**src/rtl/core/button_gesture_tracker_core_defines.svh**
```systemverilog
`ifndef BUTTON_GESTURE_TRACKER_CORE_DEFINES_SVH
`define BUTTON_GESTURE_TRACKER_CORE_DEFINES_SVH
`ifndef ASSERT_OFF
`define BGT_ASSERT(lbl, clk, rst_n, prop) \
    lbl: assert property (@(posedge clk) disable iff (!(rst_n)) (prop)) \
        else $error("button tracker assertion failed");
`define BGT_ASSERT_NEVER(lbl, clk, rst_n, cond) \
    lbl: assert property (@(posedge clk) disable iff (!(rst_n)) !(cond)) \
        else $error("button tracker forbidden condition seen");
`else
`define BGT_ASSERT(lbl, clk, rst_n, prop)
`define BGT_ASSERT_NEVER(lbl, clk, rst_n, cond)
`endif
`endif

```
**src/rtl/core/bgt_pkg.sv**
```systemverilog
package bgt_pkg;

    localparam int NUM_LANES       = 3;
    localparam int SLEEP_DELAY_DEF = 5000;
    localparam int ADDR_W          = 5;
    localparam int DATA_W          = 64;

    typedef enum logic [1:0] {
        REQ_SAMPLE = 2'd0,
        REQ_TICK   = 2'd1,
        REQ_DRAIN  = 2'd2
    } t_req;

    typedef enum logic [1:0] {
        KIND_STATUS = 2'd0,
        KIND_STATE  = 2'd1,
        KIND_REPEAT = 2'd2
    } t_kind;

    typedef enum logic [1:0] {
        ST_RELEASED = 2'd0,
        ST_PRESSED  = 2'd1,
        ST_HELD     = 2'd2,
        ST_REPEAT   = 2'd3
    } t_press;

    typedef enum logic [1:0] {
        REG_MODE_FLAGS      = 2'd0,
        REG_UPDATE_INTERVAL = 2'd1,
        REG_REPEAT_TIMEOUT  = 2'd2,
        REG_REPEAT_COUNT    = 2'd3
    } t_reg_idx;

    typedef struct packed {
        logic        hold_en;
        logic        rep_en;
        logic [15:0] interval;
        logic [15:0] timeout;
        logic [7:0]  count;
    } t_lane_cfg;

    typedef struct packed {
        t_req        req;
        logic        level;
        logic [31:0] now;
        logic        accept;
        logic        clear;
    } t_lane_req;

    typedef struct packed {
        t_press      hold_state;
        logic        state_pending;
        logic        repeat_pending;
        logic [31:0] duration;
        logic        tick_act;
        logic        tick_held;
    } t_lane_out;

    typedef struct packed {
        logic        drain;
        logic        act;
        logic        fire;
        logic [31:0] sleep;
    } t_beat_info;

endpackage

```
**src/rtl/core/bgt_lane.sv**
```systemverilog
module bgt_lane (
    input  logic                i_clk,
    input  logic                i_rst_n,
    input  bgt_pkg::t_lane_cfg  i_cfg,
    input  bgt_pkg::t_lane_req  i_req,
    output bgt_pkg::t_lane_out  o_lane
);

    bgt_pkg::t_press r_hold_state, n_hold_state;
    logic [31:0]     r_hold_start, n_hold_start;
    logic [31:0]     r_next_update, n_next_update;
    logic [31:0]     r_repeat_deadline, n_repeat_deadline;
    logic [7:0]      r_press_count, n_press_count;
    logic            r_state_pending, n_state_pending;
    logic            r_repeat_pending, n_repeat_pending;

    logic            held_hit;
    logic            count_hit;
    logic            window_hit;
    logic            tick_act;

    always_comb begin
        held_hit   = (r_next_update != 32'd0) && (i_req.now >= r_next_update)
                     && (r_hold_state != bgt_pkg::ST_RELEASED);
        count_hit  = (i_cfg.count != 8'd0) && (r_press_count >= i_cfg.count);
        window_hit = (r_repeat_deadline != 32'd0) && (i_req.now >= r_repeat_deadline);
    end

    always_comb begin
        n_hold_state      = r_hold_state;
        n_hold_start      = r_hold_start;
        n_next_update     = r_next_update;
        n_repeat_deadline = r_repeat_deadline;
        n_press_count     = r_press_count;
        n_state_pending   = r_state_pending;
        n_repeat_pending  = r_repeat_pending;
        tick_act          = 1'b0;
        if (held_hit) begin
            tick_act = 1'b1;
        end
        if (count_hit) begin
            tick_act = 1'b1;
        end
        if (window_hit && (held_hit || count_hit
                           || (r_hold_state != bgt_pkg::ST_RELEASED))) begin
            tick_act = 1'b1;
        end
        if (i_req.clear) begin
            n_hold_state      = bgt_pkg::ST_RELEASED;
            n_hold_start      = 32'd0;
            n_next_update     = 32'd0;
            n_repeat_deadline = 32'd0;
            n_press_count     = 8'd0;
            n_state_pending   = 1'b0;
            n_repeat_pending  = 1'b0;
        end else if (i_req.accept) begin
            case (i_req.req)
                bgt_pkg::REQ_SAMPLE: begin
                    if (i_req.level) begin
                        if (r_hold_state == bgt_pkg::ST_RELEASED) begin
                            n_hold_state    = bgt_pkg::ST_PRESSED;
                            n_state_pending = 1'b1;
                            if (i_cfg.hold_en) begin
                                n_hold_start  = i_req.now;
                                n_next_update = i_req.now + {16'd0, i_cfg.interval};
                            end
                            if (i_cfg.rep_en) begin
                                n_press_count     = r_press_count + 8'd1;
                                n_state_pending   = 1'b0;
                                n_repeat_deadline = i_req.now + {16'd0, i_cfg.timeout};
                            end
                        end
                    end else if (r_hold_state != bgt_pkg::ST_RELEASED) begin
                        n_state_pending = 1'b1;
                        n_hold_start    = 32'd0;
                        n_next_update   = 32'd0;
                        n_hold_state    = bgt_pkg::ST_RELEASED;
                    end
                end
                bgt_pkg::REQ_TICK: begin
                    if (held_hit) begin
                        n_state_pending = 1'b1;
                        n_hold_state    = bgt_pkg::ST_HELD;
                        n_next_update   = i_req.now + {16'd0, i_cfg.interval};
                    end
                    if (count_hit) begin
                        n_repeat_pending = 1'b1;
                        n_hold_state     = bgt_pkg::ST_REPEAT;
                        n_press_count    = 8'd0;
                    end
                    if (window_hit) begin
                        n_press_count = 8'd0;
                        if (n_hold_state != bgt_pkg::ST_RELEASED) begin
                            n_state_pending = 1'b1;
                        end
                    end
                end
                bgt_pkg::REQ_DRAIN: begin
                    n_state_pending  = 1'b0;
                    n_repeat_pending = 1'b0;
                end
                default: begin
                end
            endcase
        end
    end

    always_ff @(posedge i_clk) begin
        if (!i_rst_n) begin
            r_hold_state      <= bgt_pkg::ST_RELEASED;
            r_hold_start      <= 32'd0;
            r_next_update     <= 32'd0;
            r_repeat_deadline <= 32'd0;
            r_press_count     <= 8'd0;
            r_state_pending   <= 1'b0;
            r_repeat_pending  <= 1'b0;
        end else begin
            r_hold_state      <= n_hold_state;
            r_hold_start      <= n_hold_start;
            r_next_update     <= n_next_update;
            r_repeat_deadline <= n_repeat_deadline;
            r_press_count     <= n_press_count;
            r_state_pending   <= n_state_pending;
            r_repeat_pending  <= n_repeat_pending;
        end
    end

    always_comb begin
        o_lane.hold_state     = r_hold_state;
        o_lane.state_pending  = r_state_pending;
        o_lane.repeat_pending = r_repeat_pending;
        o_lane.duration       = i_req.now - r_hold_start;
        o_lane.tick_act       = tick_act;
        o_lane.tick_held      = held_hit;
    end

endmodule

```
**src/rtl/core/bgt_merge.sv**
```systemverilog
module bgt_merge (
    input  logic                i_clk,
    input  logic                i_rst_n,
    input  logic                i_load,
    input  bgt_pkg::t_beat_info i_info,
    input  bgt_pkg::t_lane_out  i_lanes [bgt_pkg::NUM_LANES],
    input  logic                i_stall,
    output logic                o_valid,
    output logic [1:0]          o_kind,
    output logic [1:0]          o_button_id,
    output logic [1:0]          o_press_state,
    output logic [31:0]         o_held_duration,
    output logic                o_fire_down,
    output logic                o_activity,
    output logic [31:0]         o_sleep_deadline,
    output logic                o_last
);

    localparam int NBEATS = 2 * bgt_pkg::NUM_LANES;

    logic [NBEATS-1:0]   r_mask, n_mask;
    logic                r_stat, n_stat;
    logic                r_act;
    logic                r_fire;
    logic [31:0]         r_sleep;
    bgt_pkg::t_press     r_st  [bgt_pkg::NUM_LANES];
    logic [31:0]         r_dur [bgt_pkg::NUM_LANES];

    logic [NBEATS-1:0]   load_mask;
    logic [2:0]          sel;
    logic [1:0]          sel_lane;
    logic                sel_rep;
    logic                out_acc;

    always_comb begin
        load_mask = '0;
        for (int k = 0; k < bgt_pkg::NUM_LANES; k++) begin
            load_mask[2*k]   = i_info.drain & i_lanes[k].state_pending;
            load_mask[2*k+1] = i_info.drain & i_lanes[k].repeat_pending;
        end
    end

    always_comb begin
        sel = 3'd0;
        for (int j = NBEATS - 1; j >= 0; j--) begin
            if (r_mask[j]) begin
                sel = 3'(j);
            end
        end
        sel_lane = sel[2:1];
        sel_rep  = sel[0];
    end

    always_comb begin
        o_valid          = r_stat | (|r_mask);
        o_last           = r_stat | ((r_mask & (r_mask - NBEATS'(1))) == '0);
        o_fire_down      = r_fire;
        o_activity       = r_act;
        o_sleep_deadline = r_sleep;
        if (r_stat) begin
            o_kind          = bgt_pkg::KIND_STATUS;
            o_button_id     = 2'd0;
            o_press_state   = bgt_pkg::ST_RELEASED;
            o_held_duration = 32'd0;
        end else if (sel_rep) begin
            o_kind          = bgt_pkg::KIND_REPEAT;
            o_button_id     = sel_lane;
            o_press_state   = bgt_pkg::ST_REPEAT;
            o_held_duration = 32'd0;
        end else begin
            o_kind          = bgt_pkg::KIND_STATE;
            o_button_id     = sel_lane;
            o_press_state   = r_st[sel_lane];
            o_held_duration = r_dur[sel_lane];
        end
    end

    assign out_acc = o_valid & ~i_stall;

    always_comb begin
        n_mask = r_mask;
        n_stat = r_stat;
        if (i_load) begin
            n_mask = load_mask;
            n_stat = (load_mask == '0);
        end else if (out_acc) begin
            n_mask = r_mask & (r_mask - NBEATS'(1));
            n_stat = 1'b0;
        end
    end

    always_ff @(posedge i_clk) begin
        if (!i_rst_n) begin
            r_mask <= '0;
            r_stat <= 1'b0;
        end else begin
            r_mask <= n_mask;
            r_stat <= n_stat;
        end
    end

    always_ff @(posedge i_clk) begin
        if (i_load) begin
            r_act   <= i_info.act;
            r_fire  <= i_info.fire;
            r_sleep <= i_info.sleep;
            for (int k = 0; k < bgt_pkg::NUM_LANES; k++) begin
                r_st[k]  <= i_lanes[k].hold_state;
                r_dur[k] <= i_lanes[k].duration;
            end
        end
    end

endmodule

```
**src/rtl/core/button_gesture_tracker_core.sv**
```systemverilog
// Latency: the first result beat of an accepted item is valid in the next cycle.
// Throughput: one item per cycle while each item yields one result and the output
// is not stalled; a drain with n pending callbacks holds the output for n beats, one per callback.
// Reset (synchronous, active low) clears the registers and all lane state at once;
// a register write also clears all lane state and the shared flags.
`include "button_gesture_tracker_core_defines.svh"

module button_gesture_tracker_core #(
    parameter int SLEEP_DELAY = bgt_pkg::SLEEP_DELAY_DEF
) (
    input  logic                       i_clk,
    input  logic                       i_rst_n,
    input  logic                       psel,
    input  logic                       penable,
    input  logic                       pwrite,
    input  logic [bgt_pkg::ADDR_W-1:0] paddr,
    input  logic [bgt_pkg::DATA_W-1:0] pwdata,
    output logic [bgt_pkg::DATA_W-1:0] prdata,
    output logic                       pready,
    input  logic                       i_valid,
    output logic                       o_stall,
    input  logic [1:0]                 i_req_type,
    input  logic [2:0]                 i_button_bits,
    input  logic [31:0]                i_now,
    output logic                       o_valid,
    input  logic                       i_stall,
    output logic [1:0]                 o_kind,
    output logic [1:0]                 o_button_id,
    output logic [1:0]                 o_press_state,
    output logic [31:0]                o_held_duration,
    output logic                       o_fire_down,
    output logic                       o_activity,
    output logic [31:0]                o_sleep_deadline,
    output logic                       o_last
);

    logic [5:0]  r_mode_flags;
    logic [47:0] r_update_intervals;
    logic [47:0] r_repeat_timeouts;
    logic [23:0] r_repeat_counts;
    logic [31:0] r_idle_deadline, n_idle_deadline;
    logic        r_fire_level, n_fire_level;

    logic                cfg_wr;
    bgt_pkg::t_reg_idx   reg_idx;
    bgt_pkg::t_req       req;
    logic                in_acc;
    logic                act;
    logic                any_held;
    logic                any_tick_act;
    logic                any_pending;
    bgt_pkg::t_lane_cfg  lane_cfg [bgt_pkg::NUM_LANES];
    bgt_pkg::t_lane_req  lane_req [bgt_pkg::NUM_LANES];
    bgt_pkg::t_lane_out  lane_out [bgt_pkg::NUM_LANES];
    bgt_pkg::t_beat_info info;

    assign pready  = 1'b1;
    assign cfg_wr  = psel & penable & pwrite & pready;
    assign reg_idx = bgt_pkg::t_reg_idx'(paddr[4:3]);
    assign req     = bgt_pkg::t_req'(i_req_type);
    assign in_acc  = i_valid & ~o_stall;
    assign o_stall = o_valid & ~(~i_stall & o_last);

    always_comb begin
        case (reg_idx)
            bgt_pkg::REG_MODE_FLAGS:      prdata = {58'd0, r_mode_flags};
            bgt_pkg::REG_UPDATE_INTERVAL: prdata = {16'd0, r_update_intervals};
            bgt_pkg::REG_REPEAT_TIMEOUT:  prdata = {16'd0, r_repeat_timeouts};
            bgt_pkg::REG_REPEAT_COUNT:    prdata = {40'd0, r_repeat_counts};
            default:                      prdata = '0;
        endcase
    end

    always_ff @(posedge i_clk) begin
        if (!i_rst_n) begin
            r_mode_flags       <= 6'd0;
            r_update_intervals <= 48'd0;
            r_repeat_timeouts  <= 48'd0;
            r_repeat_counts    <= 24'd0;
        end else if (cfg_wr) begin
            case (reg_idx)
                bgt_pkg::REG_MODE_FLAGS:      r_mode_flags       <= pwdata[5:0];
                bgt_pkg::REG_UPDATE_INTERVAL: r_update_intervals <= pwdata[47:0];
                bgt_pkg::REG_REPEAT_TIMEOUT:  r_repeat_timeouts  <= pwdata[47:0];
                bgt_pkg::REG_REPEAT_COUNT:    r_repeat_counts    <= pwdata[23:0];
                default: begin
                end
            endcase
        end
    end

    for (genvar g = 0; g < bgt_pkg::NUM_LANES; g++) begin : g_lane
        always_comb begin
            lane_cfg[g].hold_en  = r_mode_flags[2*g];
            lane_cfg[g].rep_en   = r_mode_flags[2*g+1];
            lane_cfg[g].interval = r_update_intervals[16*g +: 16];
            lane_cfg[g].timeout  = r_repeat_timeouts[16*g +: 16];
            lane_cfg[g].count    = r_repeat_counts[8*g +: 8];
            lane_req[g].req      = req;
            lane_req[g].level    = i_button_bits[g];
            lane_req[g].now      = i_now;
            lane_req[g].accept   = in_acc;
            lane_req[g].clear    = cfg_wr;
        end

        bgt_lane u_lane (
            .i_clk   (i_clk),
            .i_rst_n (i_rst_n),
            .i_cfg   (lane_cfg[g]),
            .i_req   (lane_req[g]),
            .o_lane  (lane_out[g])
        );
    end

    always_comb begin
        any_held     = 1'b0;
        any_tick_act = 1'b0;
        any_pending  = 1'b0;
        for (int k = 0; k < bgt_pkg::NUM_LANES; k++) begin
            any_held     = any_held | lane_out[k].tick_held;
            any_tick_act = any_tick_act | lane_out[k].tick_act;
            any_pending  = any_pending | lane_out[k].state_pending
                           | lane_out[k].repeat_pending;
        end
    end

    always_comb begin
        n_idle_deadline = r_idle_deadline;
        n_fire_level    = r_fire_level;
        act             = 1'b0;
        if (cfg_wr) begin
            n_idle_deadline = 32'd0;
            n_fire_level    = 1'b0;
        end else if (in_acc) begin
            case (req)
                bgt_pkg::REQ_SAMPLE: begin
                    act             = 1'b1;
                    n_idle_deadline = i_now + 32'(SLEEP_DELAY);
                    if (i_button_bits[0]) begin
                        n_fire_level = 1'b1;
                    end else if (lane_out[0].hold_state != bgt_pkg::ST_RELEASED) begin
                        n_fire_level = 1'b0;
                    end
                end
                bgt_pkg::REQ_TICK: begin
                    act = any_tick_act;
                    if (any_held) begin
                        n_idle_deadline = i_now + 32'(SLEEP_DELAY);
                    end
                end
                default: begin
                end
            endcase
        end
    end

    always_ff @(posedge i_clk) begin
        if (!i_rst_n) begin
            r_idle_deadline <= 32'd0;
            r_fire_level    <= 1'b0;
        end else begin
            r_idle_deadline <= n_idle_deadline;
            r_fire_level    <= n_fire_level;
        end
    end

    always_comb begin
        info.drain = (req == bgt_pkg::REQ_DRAIN);
        info.act   = act;
        info.fire  = n_fire_level;
        info.sleep = n_idle_deadline;
    end

    bgt_merge u_merge (
        .i_clk            (i_clk),
        .i_rst_n          (i_rst_n),
        .i_load           (in_acc),
        .i_info           (info),
        .i_lanes          (lane_out),
        .i_stall          (i_stall),
        .o_valid          (o_valid),
        .o_kind           (o_kind),
        .o_button_id      (o_button_id),
        .o_press_state    (o_press_state),
        .o_held_duration  (o_held_duration),
        .o_fire_down      (o_fire_down),
        .o_activity       (o_activity),
        .o_sleep_deadline (o_sleep_deadline),
        .o_last           (o_last)
    );

    // A new beat may only enter when the final beat of the previous item leaves.
    `BGT_ASSERT(a_accept_frees_output, i_clk, i_rst_n, in_acc |-> (!o_valid || (!i_stall && o_last)))
    `BGT_ASSERT(a_result_follows, i_clk, i_rst_n, in_acc |=> o_valid)
    `BGT_ASSERT_NEVER(a_status_is_last, i_clk, i_rst_n, o_valid && (o_kind == bgt_pkg::KIND_STATUS) && !o_last)
    `BGT_ASSERT(a_drain_clears, i_clk, i_rst_n, (in_acc && (req == bgt_pkg::REQ_DRAIN)) |=> !any_pending)

endmodule
```
**config.mk**
```make
export PLATFORM = sky130hd
export DESIGN_NAME = button_gesture_tracker_core
export DESIGN_NICKNAME = d
export VERILOG_FILES = /design/src/rtl/core/bgt_pkg.sv /design/src/rtl/core/bgt_lane.sv /design/src/rtl/core/bgt_merge.sv /design/src/rtl/core/button_gesture_tracker_core.sv
export VERILOG_INCLUDE_DIRS = /design/src /design/src/rtl/core
export SDC_FILE = /design/constraint.sdc
export NUM_CORES = 2
export LEC_CHECK = 0
export ABC_CLOCK_PERIOD_IN_PS = 21600
export BUFFER_PORTS_ARGS = -buffer_cell sky130_fd_sc_hd__buf_4
export CELL_PAD_IN_SITES_DETAIL_PLACEMENT = 0
export CELL_PAD_IN_SITES_GLOBAL_PLACEMENT = 1
export CORE_ASPECT_RATIO = 0.6
export CORE_UTILIZATION = 40
export CTS_CLUSTER_DIAMETER = 30
export DETAILED_ROUTE_END_ITERATION = 8
export PLACE_DENSITY_LB_ADDON = 0.15
export SYNTH_ARGS = -nofsm -noshare
export SYNTH_HDL_FRONTEND = slang
export SYNTH_HIERARCHICAL = 1
export SYNTH_SLANG_ARGS = --single-unit
export TNS_END_PERCENT = 50
```
**constraint.sdc**
```tcl
create_clock -name i_clk -period 21.6 [get_ports i_clk]
set_clock_uncertainty 0.05 [all_clocks]
set_input_delay 3.24 -clock i_clk [delete_from_list [all_inputs] [get_ports i_clk]]
set_output_delay 3.24 -clock i_clk [all_outputs]
set_load 0.1 [all_outputs]
```
==> flow_metrics.py <==
metrics = {
    "sta": {
        "relSlewSlack": 0.314,
        "final_hold_viol_count": 0,
        "fin_crit_sh": 0.391,
        "drv_slew": 0,
        "final.min_clock_period_ns": 8.45,
        "setup_viol": 0,
        "fmax_mhz": 118,
        "fin_setup_tns_ns": 0,
        "rsz0062_at_grt": "no",
        "worst_slew_pin_slew_ns": 1.03,
    },
    "floorplan": {
        "io_pins": 253,
        "fp-row-count": 91,
        "core_um2": 103000,
        "dieArea_um2": 106000,
        "dieHeight_um": 253,
        "initial_core_util": 0.407,
        "dieWidth_um": 420,
    },
    "clocking": {
        "clockBufferDepth": 3,
        "post_cts_buffers": 0,
        "cts_resized": 0,
        "clk_latency_ns": 0.75,
        "clkTransAtPathRegs_ns": 0.04,
        "hold_buffers": 0,
        "cts_tree": "built",
        "numCtsBuffers": 137,
        "cts_max_level": 4,
        "cts_sinks": 626,
        "cts-root-buf": "clkbuf_16",
    },
    "detailed_routing": {
        "dr_wl_met2_mm": 59.0,
        "drtPass1Iterations": 5,
        "route.met3.wl_mm": 12.2,
        "post_drt_wl_per_cell_um": 22.3,
        "postRouteAntennaNets": 0,
        "top_layer_used": "met5",
        "via_count": 37300,
        "drt-total-wl_mm": 149,
        "vias_per_cell": 5.58,
        "m1WireLength_mm": 74.2,
        "drcViolationCount": 0,
        "drt_first_iter_violations": 3244,
    },
    "power_and_ir_drop": {
        "power_leakage_uw": 0.0189,
        "cellInternalPower_uw": 2870,
        "combPwrFrac": 0.143,
        "pwr-share-seq": 0.312,
        "peakVddDrop_mv": 0.0840,
        "pwr-share-clk": 0.544,
        "switchingPower_uw": 1170,
        "p_per_area_nw_per_um2": 81.6,
        "netSwitchingFraction": 0.290,
    },
    "setup_path": {
        "slowest_stage": "nor2b_4",
        "cpMostUsedCell": "buf_4",
        "path_cells": "buf_4 > nor2b_4 > buf_4 > a22o_1 > buf_4",
        "rrSetupSlack_ns": 16.93,
        "end_kind": "output pin",
        "max_stage_delay_ns": 0.47,
        "critPathMaxFanout": 34,
        "critPathLaunchType": "primary input",
        "arrival_ns": 5.16,
        "path_buf_inv": 3,
        "crit_type": "in -> out",
        "timing.rr.start": "u_merge/r_mask[0]",
        "required_ns": 18.31,
        "crit_family": "buffers and inverters",
        "startpoint": "paddr[3]",
    },
    "logic_synthesis": {
        "synth_cell_types": 114,
        "synth_area_um2": 42000,
        "synthFlopType": "dfxtp_1",
        "async_flop_share": 0,
        "synth_edf_count": 136,
        "yosysTopAreaCell": "dfxtp_1",
        "yosys_warnings": 6,
        "synthTopCellsByArea": "dfxtp_1 (23%), ha_1 (13%), edfxtp_1 (9.7%), nand2_1 (5.7%), a21oi_1 (5.1%)",
        "synth_most_common_cell": "nand2_1",
        "netlist_instances": 5000,
        "synth_common_cells": "nand2_1 (643), dfxtp_1 (490), a21oi_1 (431)",
        "avgSynthCellArea_um2": 8.41,
        "seq_area_frac_synth": 0.331,
        "ys_seq_elements": 626,
        "synth.top_cell.area_share": 0.233,
    },
    "run": {
        "drv_cap": 0,
    },
    "status": {
        "run_status": "finished clean",
    },
    "final_layout": {
        "nNetsFinal": 5725,
        "final_util": 0.480,
        "n_fill_cell": 10100,
        "drive_gt1_frac": 0.127,
        "layout.cells.non_filler": 6685,
        "finish.instance_area_um2": 49600,
        "area.growth.synth_to_final_pct": 18.0,
    },
    "place": {
        "place.gp.congestion": 0.889,
        "post_dp_cell_area_um2": 44700,
        "place_inst": 6432,
        "portBuffers": 216,
        "dp_hpwl_mm": 106,
    },
    "grt": {
        "overflow": 0,
        "grt_pass1_vias": 34600,
        "grt.total_usage": 0.277,
        "antenna_found_initial": 7,
        "grt_pass1_wl_mm": 221,
        "grt_start_max_net_pins": 121,
    },
    "hold_path": {
        "hp-start": "g_lane[1].u_lane/r_hold_start[3]",
        "hold_path_class": "reg -> reg",
    },
}
-- power groups by stage --
stage               clock network (µW)  logic (µW)  registers, µW
floorplan                            0         354           1320
global placement                     0         571           1290
detailed placement                   0         573           1280
CTS                               2240         576           1260
global route                      2290         623           1270
finish                            2200         580           1260
-- routing by layer --
layer / track usage / vias up
met4: 0.0833 / 2
met5: 0 / -
met1: 0.419 / 17700
met2: 0.381 / 1157
met3: 0.0655 / 206
li1: - / 18200
-- worst min-delay path: stages, from the launching register on --
cell and delay (ns):
dfxtp_1 0.30, nand2_1 0.05, a21oi_1 0.05
-- cell type report --
class                      count  area (µm²)  share of cell area
antenna                        2        5.00            0.000101
clock buffer                 175        3870              0.0781
inverter                     387        1450              0.0293
multi-input combinational   3750       25600               0.516
timing repair buffer         274        2070              0.0417
tap                         1395        1750              0.0352
sequential                   626       13900               0.280
clock inverter                76         966              0.0195
-- final timing paths --
kind / to / cells past startpoint
setup / recovery: prdata[46] / 5
hold / removal: g_lane[1].u_lane/r_hold_start[3] / 2
setup reg to reg: g_lane[0].u_lane/r_hold_start[18] / 12
hold reg to reg: g_lane[1].u_lane/r_hold_start[3] / 2
-- sequential cells by signal (all words and copies together), names as in the netlist, 32 cells and up --
signal	flops
g_lane.u_lane/r_hold_start	96
r_repeat_timeouts	48
r_idle_deadline	32
u_merge/r_dur	96
r_update_intervals	48
g_lane.u_lane/r_next_update	96
g_lane.u_lane/r_repeat_deadline	96
u_merge/o_sleep_deadline	32
-- cells in the final DEF (no fill, tap or decap), types with 17 or more instances in the layout --
cell type	instances
a22o_1	43
and2_1	17
and3_1	40
ha_1	427
nor2b_1	47
mux2i_1	67
nor2_1	271
conb_1	17
a31oi_1	34
o21bai_1	21
o21ai_1	35
a211oi_1	58
nand3_1	218
nand4_1	71
clkbuf_1	17
o211ai_1	20
inv_1	383
mux2_2	19
xor2_1	115
a211oi_2	31
o21a_1	52
xnor2_1	134
nor4_1	63
o31a_1	17
a21oi_1	431
a21o_1	118
edfxtp_1	136
a21boi_0	123
nor3_1	76
nand2b_1	45
nand2_1	641
clkbuf_16	145
dfxtp_1	490
buf_4	273
or2_2	23
o2bb2ai_1	26
o21ai_0	176
-- through the flow --
stage	worst slack (ns)	total power [µW]	hold slack, ns
3_5_place_dp	13.18	1860	0.395
4_1_cts	13.18	4070	0.400
5_1_grt	13.11	4180	0.416
2_1_floorplan	9.82	1670	0.366
6_report	13.15	4050	0.399
3_3_place_gp	13.18	1860	0.389
-- cell families (layout without fill, tap and decap cells) --
logic type	Yosys count	after routing	synth area share
buffers and inverters	639	912	0.0643
DFF	626	626	0.331
and+or+nand+nor	1608	1608	0.180
other	2	19	0.000179
xor gates and xnor gates	249	249	0.0519
adders and majority gates	436	436	0.131
AOI/OAI and AO/OA	1348	1348	0.217
muxes	92	92	0.0243
Power figures use the tool's default switching activity.
